===== src/rtl/stdp_pkg.sv =====
// ----------------------------------------------------------------------------
// stdp_pkg
// Shared constants, word types and the decay table builder for the STDP
// synapse weight update unit.
// ----------------------------------------------------------------------------
package stdp_pkg;

    localparam int SYNAPSES      = 256;
    localparam int ADDR_W        = $clog2(SYNAPSES);
    localparam int DECAY_ENTRIES = 2048;
    localparam int DECAY_W       = $clog2(DECAY_ENTRIES);
    localparam int DECAY_TAU_MS  = 20;
    localparam int TICKS_PER_MS  = 16;

    localparam logic [15:0] WEIGHT_ONE   = 16'd32768;
    localparam logic [15:0] WEIGHT_RESET = 16'd16384;

    localparam logic [15:0] POT_GAIN_RESET = 16'd328;
    localparam logic [15:0] DEP_GAIN_RESET = 16'd393;
    localparam logic [10:0] WINDOW_RESET   = 11'd1600;

    localparam int CFG_IDX_W = 2;

    // exp(-1/tau) by the alternating series in q62, tau in ticks
    localparam logic [63:0] DECAY_T = 64'(DECAY_TAU_MS * TICKS_PER_MS);
    localparam logic [63:0] SER_1   = (64'd1 << 62) / DECAY_T;
    localparam logic [63:0] SER_2   = SER_1 / (64'd2 * DECAY_T);
    localparam logic [63:0] SER_3   = SER_2 / (64'd3 * DECAY_T);
    localparam logic [63:0] SER_4   = SER_3 / (64'd4 * DECAY_T);
    localparam logic [63:0] SER_5   = SER_4 / (64'd5 * DECAY_T);
    localparam logic [63:0] SER_6   = SER_5 / (64'd6 * DECAY_T);
    localparam logic [63:0] SER_7   = SER_6 / (64'd7 * DECAY_T);
    localparam logic [63:0] SER_8   = SER_7 / (64'd8 * DECAY_T);
    localparam logic [63:0] SER_9   = SER_8 / (64'd9 * DECAY_T);
    localparam logic [63:0] SER_10  = SER_9 / (64'd10 * DECAY_T);
    localparam logic [63:0] SER_11  = SER_10 / (64'd11 * DECAY_T);
    localparam logic [63:0] SER_12  = SER_11 / (64'd12 * DECAY_T);
    localparam logic [63:0] SER_13  = SER_12 / (64'd13 * DECAY_T);
    localparam logic [63:0] SER_14  = SER_13 / (64'd14 * DECAY_T);
    localparam logic [63:0] SER_15  = SER_14 / (64'd15 * DECAY_T);
    localparam logic [63:0] SER_16  = SER_15 / (64'd16 * DECAY_T);
    localparam logic [63:0] SER_17  = SER_16 / (64'd17 * DECAY_T);
    localparam logic [63:0] SER_18  = SER_17 / (64'd18 * DECAY_T);
    localparam logic [63:0] SER_19  = SER_18 / (64'd19 * DECAY_T);
    localparam logic [63:0] SER_20  = SER_19 / (64'd20 * DECAY_T);
    localparam logic [63:0] SER_ACC = (64'd1 << 62)
        - SER_1 + SER_2 - SER_3 + SER_4 - SER_5 + SER_6 - SER_7 + SER_8
        - SER_9 + SER_10 - SER_11 + SER_12 - SER_13 + SER_14 - SER_15 + SER_16
        - SER_17 + SER_18 - SER_19 + SER_20;

    typedef enum logic [CFG_IDX_W-1:0] {
        CFG_POT_GAIN = 2'd0,
        CFG_DEP_GAIN = 2'd1,
        CFG_WINDOW   = 2'd2
    } t_cfg_idx;

    typedef enum logic {
        SPK_PRE  = 1'b0,
        SPK_POST = 1'b1
    } t_spike;

    typedef enum logic {
        ST_OK        = 1'b0,
        ST_BAD_INDEX = 1'b1
    } t_status;

    typedef enum logic [1:0] {
        S_IDLE,
        S_ISSUE,
        S_DRAIN
    } t_state;

    typedef struct packed {
        logic        mode;
        logic [15:0] synapse_index;
        logic [31:0] event_time;
    } t_in_word;

    typedef struct packed {
        logic        status;
        logic [15:0] addressed_weight;
        logic [31:0] event_count;
    } t_out_word;

    typedef struct packed {
        logic [31:0] pre_time;
        logic [15:0] weight;
    } t_syn_entry;

    typedef struct packed {
        logic       valid;
        t_syn_entry entry;
    } t_syn_rd;

    typedef struct packed {
        logic              en;
        logic [ADDR_W-1:0] addr;
        t_syn_entry        entry;
    } t_syn_wr;

    typedef struct packed {
        logic              vld;
        logic              last;
        t_spike            op;
        logic [ADDR_W-1:0] addr;
    } t_issue;

    typedef struct packed {
        logic              vld;
        logic              last;
        logic [ADDR_W-1:0] addr;
        logic [15:0]       weight;
    } t_wb;

    typedef logic [15:0] t_decay_rom [DECAY_ENTRIES];

    // exp(-d/tau) in q0.16, built at elaboration
    function automatic t_decay_rom f_build_decay_rom();
        logic [63:0] r32;
        logic [63:0] e;
        logic [63:0] v;
        t_decay_rom  rom;
        r32 = (SER_ACC + (64'd1 << 29)) >> 30;
        if (r32 > 64'hFFFF_FFFF) begin
            r32 = 64'hFFFF_FFFF;
        end
        e = 64'd1 << 32;
        for (int d = 0; d < DECAY_ENTRIES; d++) begin
            v      = (e + 64'd32768) >> 16;
            rom[d] = (v > 64'd65535) ? 16'hFFFF : v[15:0];
            e      = (e * r32 + (64'd1 << 31)) >> 32;
        end
        return rom;
    endfunction

endpackage


===== src/rtl/stdp_update_dp.sv =====
// ----------------------------------------------------------------------------
// stdp_update_dp
// Read-modify-write datapath: time difference and window test, decay lookup,
// gain multiply, clamped weight update and write back.
// ----------------------------------------------------------------------------
module stdp_update_dp
    import stdp_pkg::*;
(
    input  logic               i_clk,
    input  logic               i_rst_n,
    input  t_issue             i_issue,
    input  t_syn_rd            i_rd,
    input  logic [15:0]        i_rom_data,
    input  logic [15:0]        i_pot_gain,
    input  logic [15:0]        i_dep_gain,
    input  logic [10:0]        i_window,
    input  logic [31:0]        i_now,
    input  logic [31:0]        i_post_time,
    input  logic               i_post_seen,
    output logic [DECAY_W-1:0] o_rom_addr,
    output t_syn_wr            o_wr,
    output t_wb                o_wb
);

    t_issue      r_s1;
    t_issue      r_s2;
    t_issue      r_s3;
    logic        r_s2_en;
    logic        r_s3_en;
    logic [15:0] r_s2_weight;
    logic [15:0] r_s3_weight;
    logic [31:0] r_s2_pre_time;
    logic [31:0] r_s3_pre_time;
    logic [31:0] r_s3_prod;

    logic [31:0] s1_dt;
    logic        s1_en;
    logic [31:0] s2_prod;
    logic [32:0] s3_round;
    logic [16:0] s3_delta;
    logic [17:0] s3_inc;
    logic [16:0] s3_dec;
    logic [15:0] s3_weight;

    always_ff @(posedge i_clk) begin
        if (!i_rst_n) begin
            r_s1 <= '0;
            r_s2 <= '0;
            r_s3 <= '0;
        end else begin
            r_s1 <= i_issue;
            r_s2 <= r_s1;
            r_s3 <= r_s2;
        end
    end

    // stage 1: memory data back
    always_comb begin
        if (r_s1.op == SPK_POST) begin
            s1_dt = i_now - i_rd.entry.pre_time;
        end else begin
            s1_dt = i_now - i_post_time;
        end
        s1_en = (s1_dt != 32'd0) && (s1_dt < 32'(i_window))
              && (s1_dt < 32'(DECAY_ENTRIES))
              && ((r_s1.op == SPK_POST) ? i_rd.valid : i_post_seen);
    end

    assign o_rom_addr = s1_dt[DECAY_W-1:0];

    always_ff @(posedge i_clk) begin
        r_s2_en       <= s1_en;
        r_s2_weight   <= i_rd.entry.weight;
        r_s2_pre_time <= i_rd.entry.pre_time;
    end

    // stage 2: gain times decay
    assign s2_prod = ((r_s2.op == SPK_POST) ? i_pot_gain : i_dep_gain) * i_rom_data;

    always_ff @(posedge i_clk) begin
        r_s3_en       <= r_s2_en;
        r_s3_weight   <= r_s2_weight;
        r_s3_pre_time <= r_s2_pre_time;
        r_s3_prod     <= s2_prod;
    end

    // stage 3: round, clamp, write back
    always_comb begin
        s3_round = {1'b0, r_s3_prod} + 33'd32768;
        s3_delta = s3_round[32:16];
        s3_inc   = 18'(r_s3_weight) + 18'(s3_delta);
        s3_dec   = 17'(r_s3_weight) - s3_delta;
        if (!r_s3_en) begin
            s3_weight = r_s3_weight;
        end else if (r_s3.op == SPK_POST) begin
            s3_weight = (s3_inc > 18'(WEIGHT_ONE)) ? WEIGHT_ONE : s3_inc[15:0];
        end else begin
            s3_weight = (17'(r_s3_weight) > s3_delta) ? s3_dec[15:0] : 16'd0;
        end
    end

    always_comb begin
        o_wr.en             = r_s3.vld && ((r_s3.op == SPK_PRE) || r_s3_en);
        o_wr.addr           = r_s3.addr;
        o_wr.entry.pre_time = (r_s3.op == SPK_PRE) ? i_now : r_s3_pre_time;
        o_wr.entry.weight   = s3_weight;
        o_wb.vld            = r_s3.vld;
        o_wb.last           = r_s3.last;
        o_wb.addr           = r_s3.addr;
        o_wb.weight         = s3_weight;
    end

endmodule


===== config.mk =====
export PLATFORM = sky130hd
export DESIGN_NAME = stdp_update_dp
export DESIGN_NICKNAME = d
export VERILOG_FILES = /design/src/rtl/stdp_pkg.sv /design/src/rtl/stdp_update_dp.sv
export SDC_FILE = /design/constraint.sdc
export NUM_CORES = 1
export LEC_CHECK = 0
export ABC_CLOCK_PERIOD_IN_PS = 7700
export BUFFER_PORTS_ARGS = -buffer_cell sky130_fd_sc_hd__buf_2
export CAP_MARGIN = 25
export CORE_UTILIZATION = 45
export CTS_CLUSTER_SIZE = 25
export DETAILED_ROUTE_END_ITERATION = 7
export PLACE_DENSITY_LB_ADDON = 0.2
export SLEW_MARGIN = 20
export SYNTH_ARGS = -nofsm -noshare
export SYNTH_HDL_FRONTEND = slang
export SYNTH_SLANG_ARGS = --single-unit

===== constraint.sdc =====
create_clock -name i_clk -period 7.7 [get_ports i_clk]
set_input_delay 1.155 -clock i_clk [delete_from_list [all_inputs] [get_ports i_clk]]
set_output_delay 1.155 -clock i_clk [all_outputs]
set_load 0.02 [all_outputs]

==> results of run 1 <==
## report_power, final
part | leakage, nW | total (mW) | switching, mW | internal [mW]
Clock | 0.297 | 0.868 | 0.400 | 0.468
Combinational | 7.68 | 5.59 | 3.18 | 2.41
Sequential | 1.24 | 0.977 | 0.0614 | 0.916
Total | 9.21 | 7.44 | 3.64 | 3.80
## cells in the final DEF, fill, tap and decap left out, types with 8 or more instances in the layout
master     count
nor2_1        70
nor3b_1        8
ha_1         176
fa_1         196
nand3_1       29
nand4_1       17
dfxtp_1      146
mux2i_1       33
nor2b_1       11
mux2_2        48
and3_1         9
a21oi_1       80
o211ai_1       9
nor3_1        14
buf_2        279
clkbuf_16     17
o21a_1         8
o21ai_1       14
o21ai_0       33
xnor2_1       46
a21o_1        19
a211oi_1      13
inv_1        266
a31oi_1       16
nand2_1      190
xor2_1        24
and2_1       155
a221oi_1       9
o21bai_1      11
## state kept, by name, indices dropped and copies added, names as in the netlist
| name | cells |
|---|---|
| o_wb | 10 |
| r_s1 | 11 |
| r_s2 | 11 |
| r_s2_en | 1 |
| r_s2_pre_time | 32 |
| r_s2_weight | 16 |
| r_s3 | 1 |
| r_s3_en | 1 |
| r_s3_pre_time | 32 |
| r_s3_prod | 17 |
| r_s3_weight | 16 |
## logic make-up (layout without fill, tap and decap cells)
| logic type | count (synthesis) | in the layout | synth area share [%] |
|---|---|---|---|
| AOI/OAI and AO/OA | 276 | 276 | 10.9 |
| xor gates and xnor gates | 70 | 70 | 3.67 |
| adders and majority gates | 372 | 372 | 36.6 |
| buffers and inverters | 378 | 587 | 9.26 |
| DFF | 148 | 148 | 17.7 |
| muxes | 81 | 81 | 5.21 |
| other | 0 | 1 | 0 |
| and+or+nand+nor | 547 | 547 | 16.6 |
## worst max-delay path by stage
stage	slack (ps)	cells after the start	endpoint	start
after floorplan	880	21	r_s3_prod[21]$_DFF_P_	i_pot_gain[5]
after global placement	410	22	r_s3_prod[21]$_DFF_P_	i_pot_gain[7]
after detailed placement	380	22	r_s3_prod[21]$_DFF_P_	i_pot_gain[7]
after CTS	800	22	r_s3_prod[21]$_DFF_P_	i_pot_gain[7]
after global routing	480	22	r_s3_prod[21]$_DFF_P_	i_pot_gain[7]
final	770	22	r_s3_prod[21]$_DFF_P_	i_pot_gain[7]
## metal layers
metal  up-vias  part of all wire, %
li1       6507                    -
met1      6617                   46
met2       493                   46
met3        74                  5.6
met4         0                  2.4
met5         -                    0
## cell type report
cell class / count / area (µm²) / share of cell area (%)
repair buffers: 286 / 1450 / 7.69
flip-flops and latches: 148 / 2970 / 15.7
inverters: 269 / 1010 / 5.36
well taps: 468 / 586 / 3.11
clock buffers: 17 / 425 / 2.26
diodes: 1 / 2.50 / 0.0133
clock inverters: 15 / 186 / 0.990
multi-input cells: 1346 / 12200 / 64.8
## per-stage QoR
step	hold WS, ps	cells	worst slack [ps]
4_1_cts	326	2549	803
2_1_floorplan	310	1872	880
5_1_grt	329	2550	482
6_report	327	2550	767
3_5_place_dp	312	2517	381
3_3_place_gp	310	2517	407
==> qor.yml, run 1 <==
run_status:
  status: "finished clean"
grt:
  grt_overflow: 0
  grt.total_usage_pct: 24.1
  grt_pass1_wl_um: 72600
  first_global_vias: 13800
  grt_use_met1_pct: 33.0
  antenna_found_initial: 1
  grt_use_met2_pct: 39.4
  grt_max_degree: 41
  met3_usage_pct: 3.24
  busiest_layer: "met2"
worst_hold_path:
  hp-start: "r_s2_pre_time[4]$_DFF_P_"
  holdPathEnd: "r_s3_pre_time[4]$_DFF_P_"
  hold_class: "reg -> reg"
  whs_path_depth: 0
clock_tree:
  cts_hold_buf: 0
  postCtsSetupRepairBufs: 0
  cts_resized: 0
  clock-root-buffer: "clkbuf_16"
  clk_pin_slew_ps: 80
  tritoncts: "yes"
  clockBufferDepth: 2
  clk_latency_ps: 430
  h-tree-depth: 4
  cts_buffers: 17
  cts.sinks: 148
drt:
  via_count: 13700
  viasPerCell: 5.37
  wl_um: 45100
  drtAntennaViolNets: 0
  drc: 0
  dr.pass1.iters: 5
  wl_per_cell_um: 17.7
  initialDrtViolationCount: 912
sta:
  fin_skew_ps: 12.3
  min_period_ps: 6930
  fmax_ghz: 0.144
  setup_violations: 0
  report.final.slew_viol_count: 0
  grt_setup_unrepaired: "no"
  slew_headroom_pct: 45.0
  finalCritPeriodShare_pct: 90.0
  finalHoldViolations: 0
  tns_ps: 0
  tightest_slew_ps: 824
yosys:
  synth_most_common_cell: "inv_1"
  avgSynthCellArea_um2: 8.93
  synth_top_area_share_pct: 23.5
  netlist_area_mm2: 0.0167
  ys.flop_type: "dfxtp_1"
  ys_seq_area_share_pct: 17.7
  synth_nets: 2430
  synth-edff-count: 0
  synth_top_cell_by_area: "fa_1"
  yosysUniqueCellTypes: 73
  ys_ff_latch: 148
  synth-warning-count: 0
  yosys-top-cells-count: "inv_1 (266), fa_1 (196), nand2_1 (190), ha_1 (176), and2_1 (155)"
  ys_top_cells_by_area: "fa_1 (23%), dfxtp_1 (18%), ha_1 (13%), inv_1 (6.0%), and2_1 (5.8%)"
  netlist_instances: 1872
  synthArstFlopShare_pct: 0
floorplanning:
  dieArea_mm2: 0.0379
  die_w_um: 195
  fp.coreArea_mm2: 0.0366
  die_h_um: 195
  rows: 70
  io_pins: 280
  start_util_pct: 45.7
power_and_ir_drop:
  power.density_mw_per_mm2: 395
  ir_worst_vdd_v: 0.000401
  leakage_nw: 9.21
  p_total_mw: 7.44
setup_path:
  reg2reg_to: "r_s3_prod[21]$_DFF_P_"
  critPathKind: "in -> reg"
  start_kind: "primary input"
  reg2reg_slack_ps: 870
  crit_chain: "buf_2 > mux2_2 > and2_1 > fa_1 > inv_1 > fa_1 > fa_1 > inv_1 > fa_1 > fa_1 > inv_1 > fa_1 > inv_1 > ha_1 > a2111oi_0 > a21oi_1 > o21ai_1 > nand2b_1 > a221o_1 > a21o_1 > a21oi_1 > xnor2_1"
  critical_path.max_stage_delay_ps: 550
  critPathMaxFanout: 16
  crit_top_cell: "fa_1"
  endpoint_kind: "flop"
  cp.required_ps: 8060
  cp.arrival_ps: 7290
  critical_path.top_delay_family: "adder cells"
  slowest_stage: "fa_1"
  reg2regPathDepth: 22
  r2r_start: "r_s2[8]$_SDFF_PN0_"
  cp_num_buf_inv: 5
placement:
  place_hpwl_um: 36300
  place_area_mm2: 0.0182
  numPortBuffers: 279
  routabilityCongestion: 0.893
cells_and_area:
  final_area_mm2: 0.0188
  fill_cells: 3476
  syn_to_final_growth_pct: 12.6
  final_net_count: 2626
  final_util_pct: 51.4
  drive_gt1_share_pct: 18.1
flow_run:
  maxCapViolCount: 0
(Power assumes the default switching activity.)
==> inputs of run 2 (changes only) <==
CELL_PAD_IN_SITES_DETAIL_PLACEMENT = 0   (was unset)
CELL_PAD_IN_SITES_GLOBAL_PLACEMENT = 1   (was unset)
CORE_UTILIZATION = 44   (was 45)
PLACE_DENSITY_LB_ADDON = 0.3   (was 0.2)
==> run 2 against run 1 <==
Compared with the run above:
- global-route usage rose by 0.35 points
- flip-flop and latch count did not move
- sequential share of layout area fell by 0.050 points
- critical endpoint unchanged
==> qor.yml, run 2 (synthesis gave the netlist of run 1 again) <==
grt:
  grt.total_usage_pct: 24.5
  grt_max_degree: 40
  grt_overflow: 0
  antenna_found_initial: 0
  grt_pass1_wl_um: 74400
  first_global_vias: 14000
power_and_ir_drop:
  power.density_mw_per_mm2: 395
  leakage_nw: 9.22
  p_total_mw: 7.47
  ir_worst_vdd_v: 0.000471
setup_path:
  start_kind: "flop"
  crit_top_cell: "fa_1"
  cp_num_cells: 21
  critPathMaxFanout: 16
  reg2reg_to: "r_s3_prod[21]$_DFF_P_"
  reg2regPathDepth: 21
  r2r_start: "r_s2[8]$_SDFF_PN0_"
  critPathKind: "reg -> reg"
  cp.required_ps: 8050
  critical_path.top_delay_family: "adder cells"
  critical_path.max_stage_delay_ps: 790
  crit_start: "r_s2[8]$_SDFF_PN0_"
  cp_num_buf_inv: 3
  endpoint_kind: "flop"
  cp.arrival_ps: 7490
  crit_chain: "buf_4 > mux2_2 > and2_1 > fa_1 > inv_1 > fa_1 > fa_1 > fa_1 > inv_1 > fa_1 > fa_1 > ha_1 > nor2b_1 > a2111oi_0 > a21oi_1 > o21ai_1 > nand2b_1 > a221o_1 > a21o_1 > a21oi_1 > xnor2_1"
  slowest_stage: "dfxtp_1"
  reg2reg_slack_ps: 550
  crit_end: "r_s3_prod[21]$_DFF_P_"
cells_and_area:
  ff_latch_area_mm2: 0.00297
  final_common_cell: "buf_2"
  n_antenna_cell: 0
  fill_cells: 3640
  final_net_count: 2631
  largestRegisters: "r_s2_pre_time: 32 flops, r_s3_pre_time: 32 flops, r_s3_prod: 17 flops"
  final_area_mm2: 0.0189
  drive_gt1_share_pct: 18.3
  syn_to_final_growth_pct: 13.0
  multi_input_area_mm2: 0.0122
  final_cell_mix: "buf_2 (279), inv_1 (266), fa_1 (196), nand2_1 (190), ha_1 (176)"
floorplanning:
  io_pins: 280
  rows: 71
  die_w_um: 197
  die_h_um: 197
  start_util_pct: 44.6
  dieArea_mm2: 0.0388
  fp.coreArea_mm2: 0.0375
sta:
  finalCritPeriodShare_pct: 92.8
  tns_ps: 0
  fin_skew_ps: 40.0
  slew_headroom_pct: 32.5
  tightest_slew_ps: 1010
  finalHoldViolations: 0
  setup_violations: 0
  fmax_ghz: 0.140
  report.final.slew_viol_count: 0
  whs_ps: 317
  min_period_ps: 7150
  grt_setup_unrepaired: "no"
drt:
  drtAntennaViolNets: 0
  viasPerCell: 5.24
  top_layer_used: "met4"
  wl_um: 45900
  initialDrtViolationCount: 903
  drt-met1-wl_um: 21000
  met3_wirelength_um: 2400
  drc: 0
  met2_length_um: 21900
  dr.pass1.iters: 5
  wl_per_cell_um: 17.7
  via_count: 13600
clock_tree:
  cts_resized: 0
  cts_buffers: 17
  clockBufferDepth: 2
  clk_latency_ps: 450
  clock-root-buffer: "clkbuf_16"
  cts_hold_buf: 0
  postCtsSetupRepairBufs: 0
  cts.sinks: 148
  h-tree-depth: 4
  tritoncts: "yes"
  clk_pin_slew_ps: 80
placement:
  place_hpwl_um: 37200
  routabilityCongestion: 0.883
  place_area_mm2: 0.0183
  numPortBuffers: 279
run_status:
  status: "finished clean"
worst_hold_path:
  hold_class: "reg -> reg"
  hp-start: "r_s2_weight[3]$_DFF_P_"
flow_run:
  maxCapViolCount: 0
## run 2: cell types whose count changed in the layout (fill, tap and decap cells not counted)
cell / before / now
clkinv_4: 2 / 1
diode_2: 1 / 0
inv_8: 5 / 3
clkinv_8: 3 / 0
clkinvlp_4: 1 / 2
inv_6: 3 / 8
buf_4: 7 / 12
## run 2: worst min path at each step
stage                                end  slack (ps)  depth (start not counted)
2_1_floorplan            r_s3_en$_DFF_P_         310                          0
3_3_place_gp    r_s3_pre_time[6]$_DFF_P_         310                          0
3_5_place_dp   r_s3_pre_time[13]$_DFF_P_         310                          0
4_1_cts        r_s3_pre_time[30]$_DFF_P_         320                          0
5_1_grt        r_s3_pre_time[30]$_DFF_P_         330                          0
6_report          r_s3_weight[3]$_DFF_P_         320                          0
## run 2: power by group
| part | total (mW) | leakage (nW) | switching [mW] | internal (mW) |
|---|---|---|---|---|
| logic | 5.64 | 7.70 | 3.22 | 2.42 |
| registers | 0.982 | 1.24 | 0.0662 | 0.916 |
| clock network | 0.848 | 0.282 | 0.389 | 0.460 |
| total | 7.47 | 9.22 | 3.67 | 3.80 |
## run 2: cell type report
class / count / share of cell area (%)
well taps: 511 / 3.38
clock buffers: 17 / 2.25
repair buffers: 291 / 7.87
inverters: 269 / 5.34
flip-flops and latches: 148 / 15.7
multi-input cells: 1346 / 64.6
clock inverters: 15 / 0.834
## run 2: per-layer routing
layer,vias to the layer above,track usage [%]
met1,6667,32.6
met2,381,41.8
met3,44,3.52
li1,6522,-
met4,0,5.74
met5,-,0
## run 2: worst register-to-register path, cell delays in order, from the launching register on
cell	delay, ps
dfxtp_1	790
buf_4	270
mux2_2	500
and2_1	250
fa_1	530
inv_1	50
fa_1	450
fa_1	410
fa_1	540
inv_1	50
fa_1	460
fa_1	490
ha_1	320
nor2b_1	130
a2111oi_0	430
a21oi_1	230
o21ai_1	160
nand2b_1	130
a221o_1	360
a21o_1	200
a21oi_1	170
xnor2_1	130
## run 2: metrics by stage
stage | std cells | setup slack (ps) | utilization, %
after global placement | 2565 | 465 | 48.8
after CTS | 2597 | 568 | 50.4
after global routing | 2597 | 200 | 50.4
after detailed placement | 2565 | 278 | 48.8
after floorplan | 1872 | 880 | -
final | 2597 | 552 | 50.4
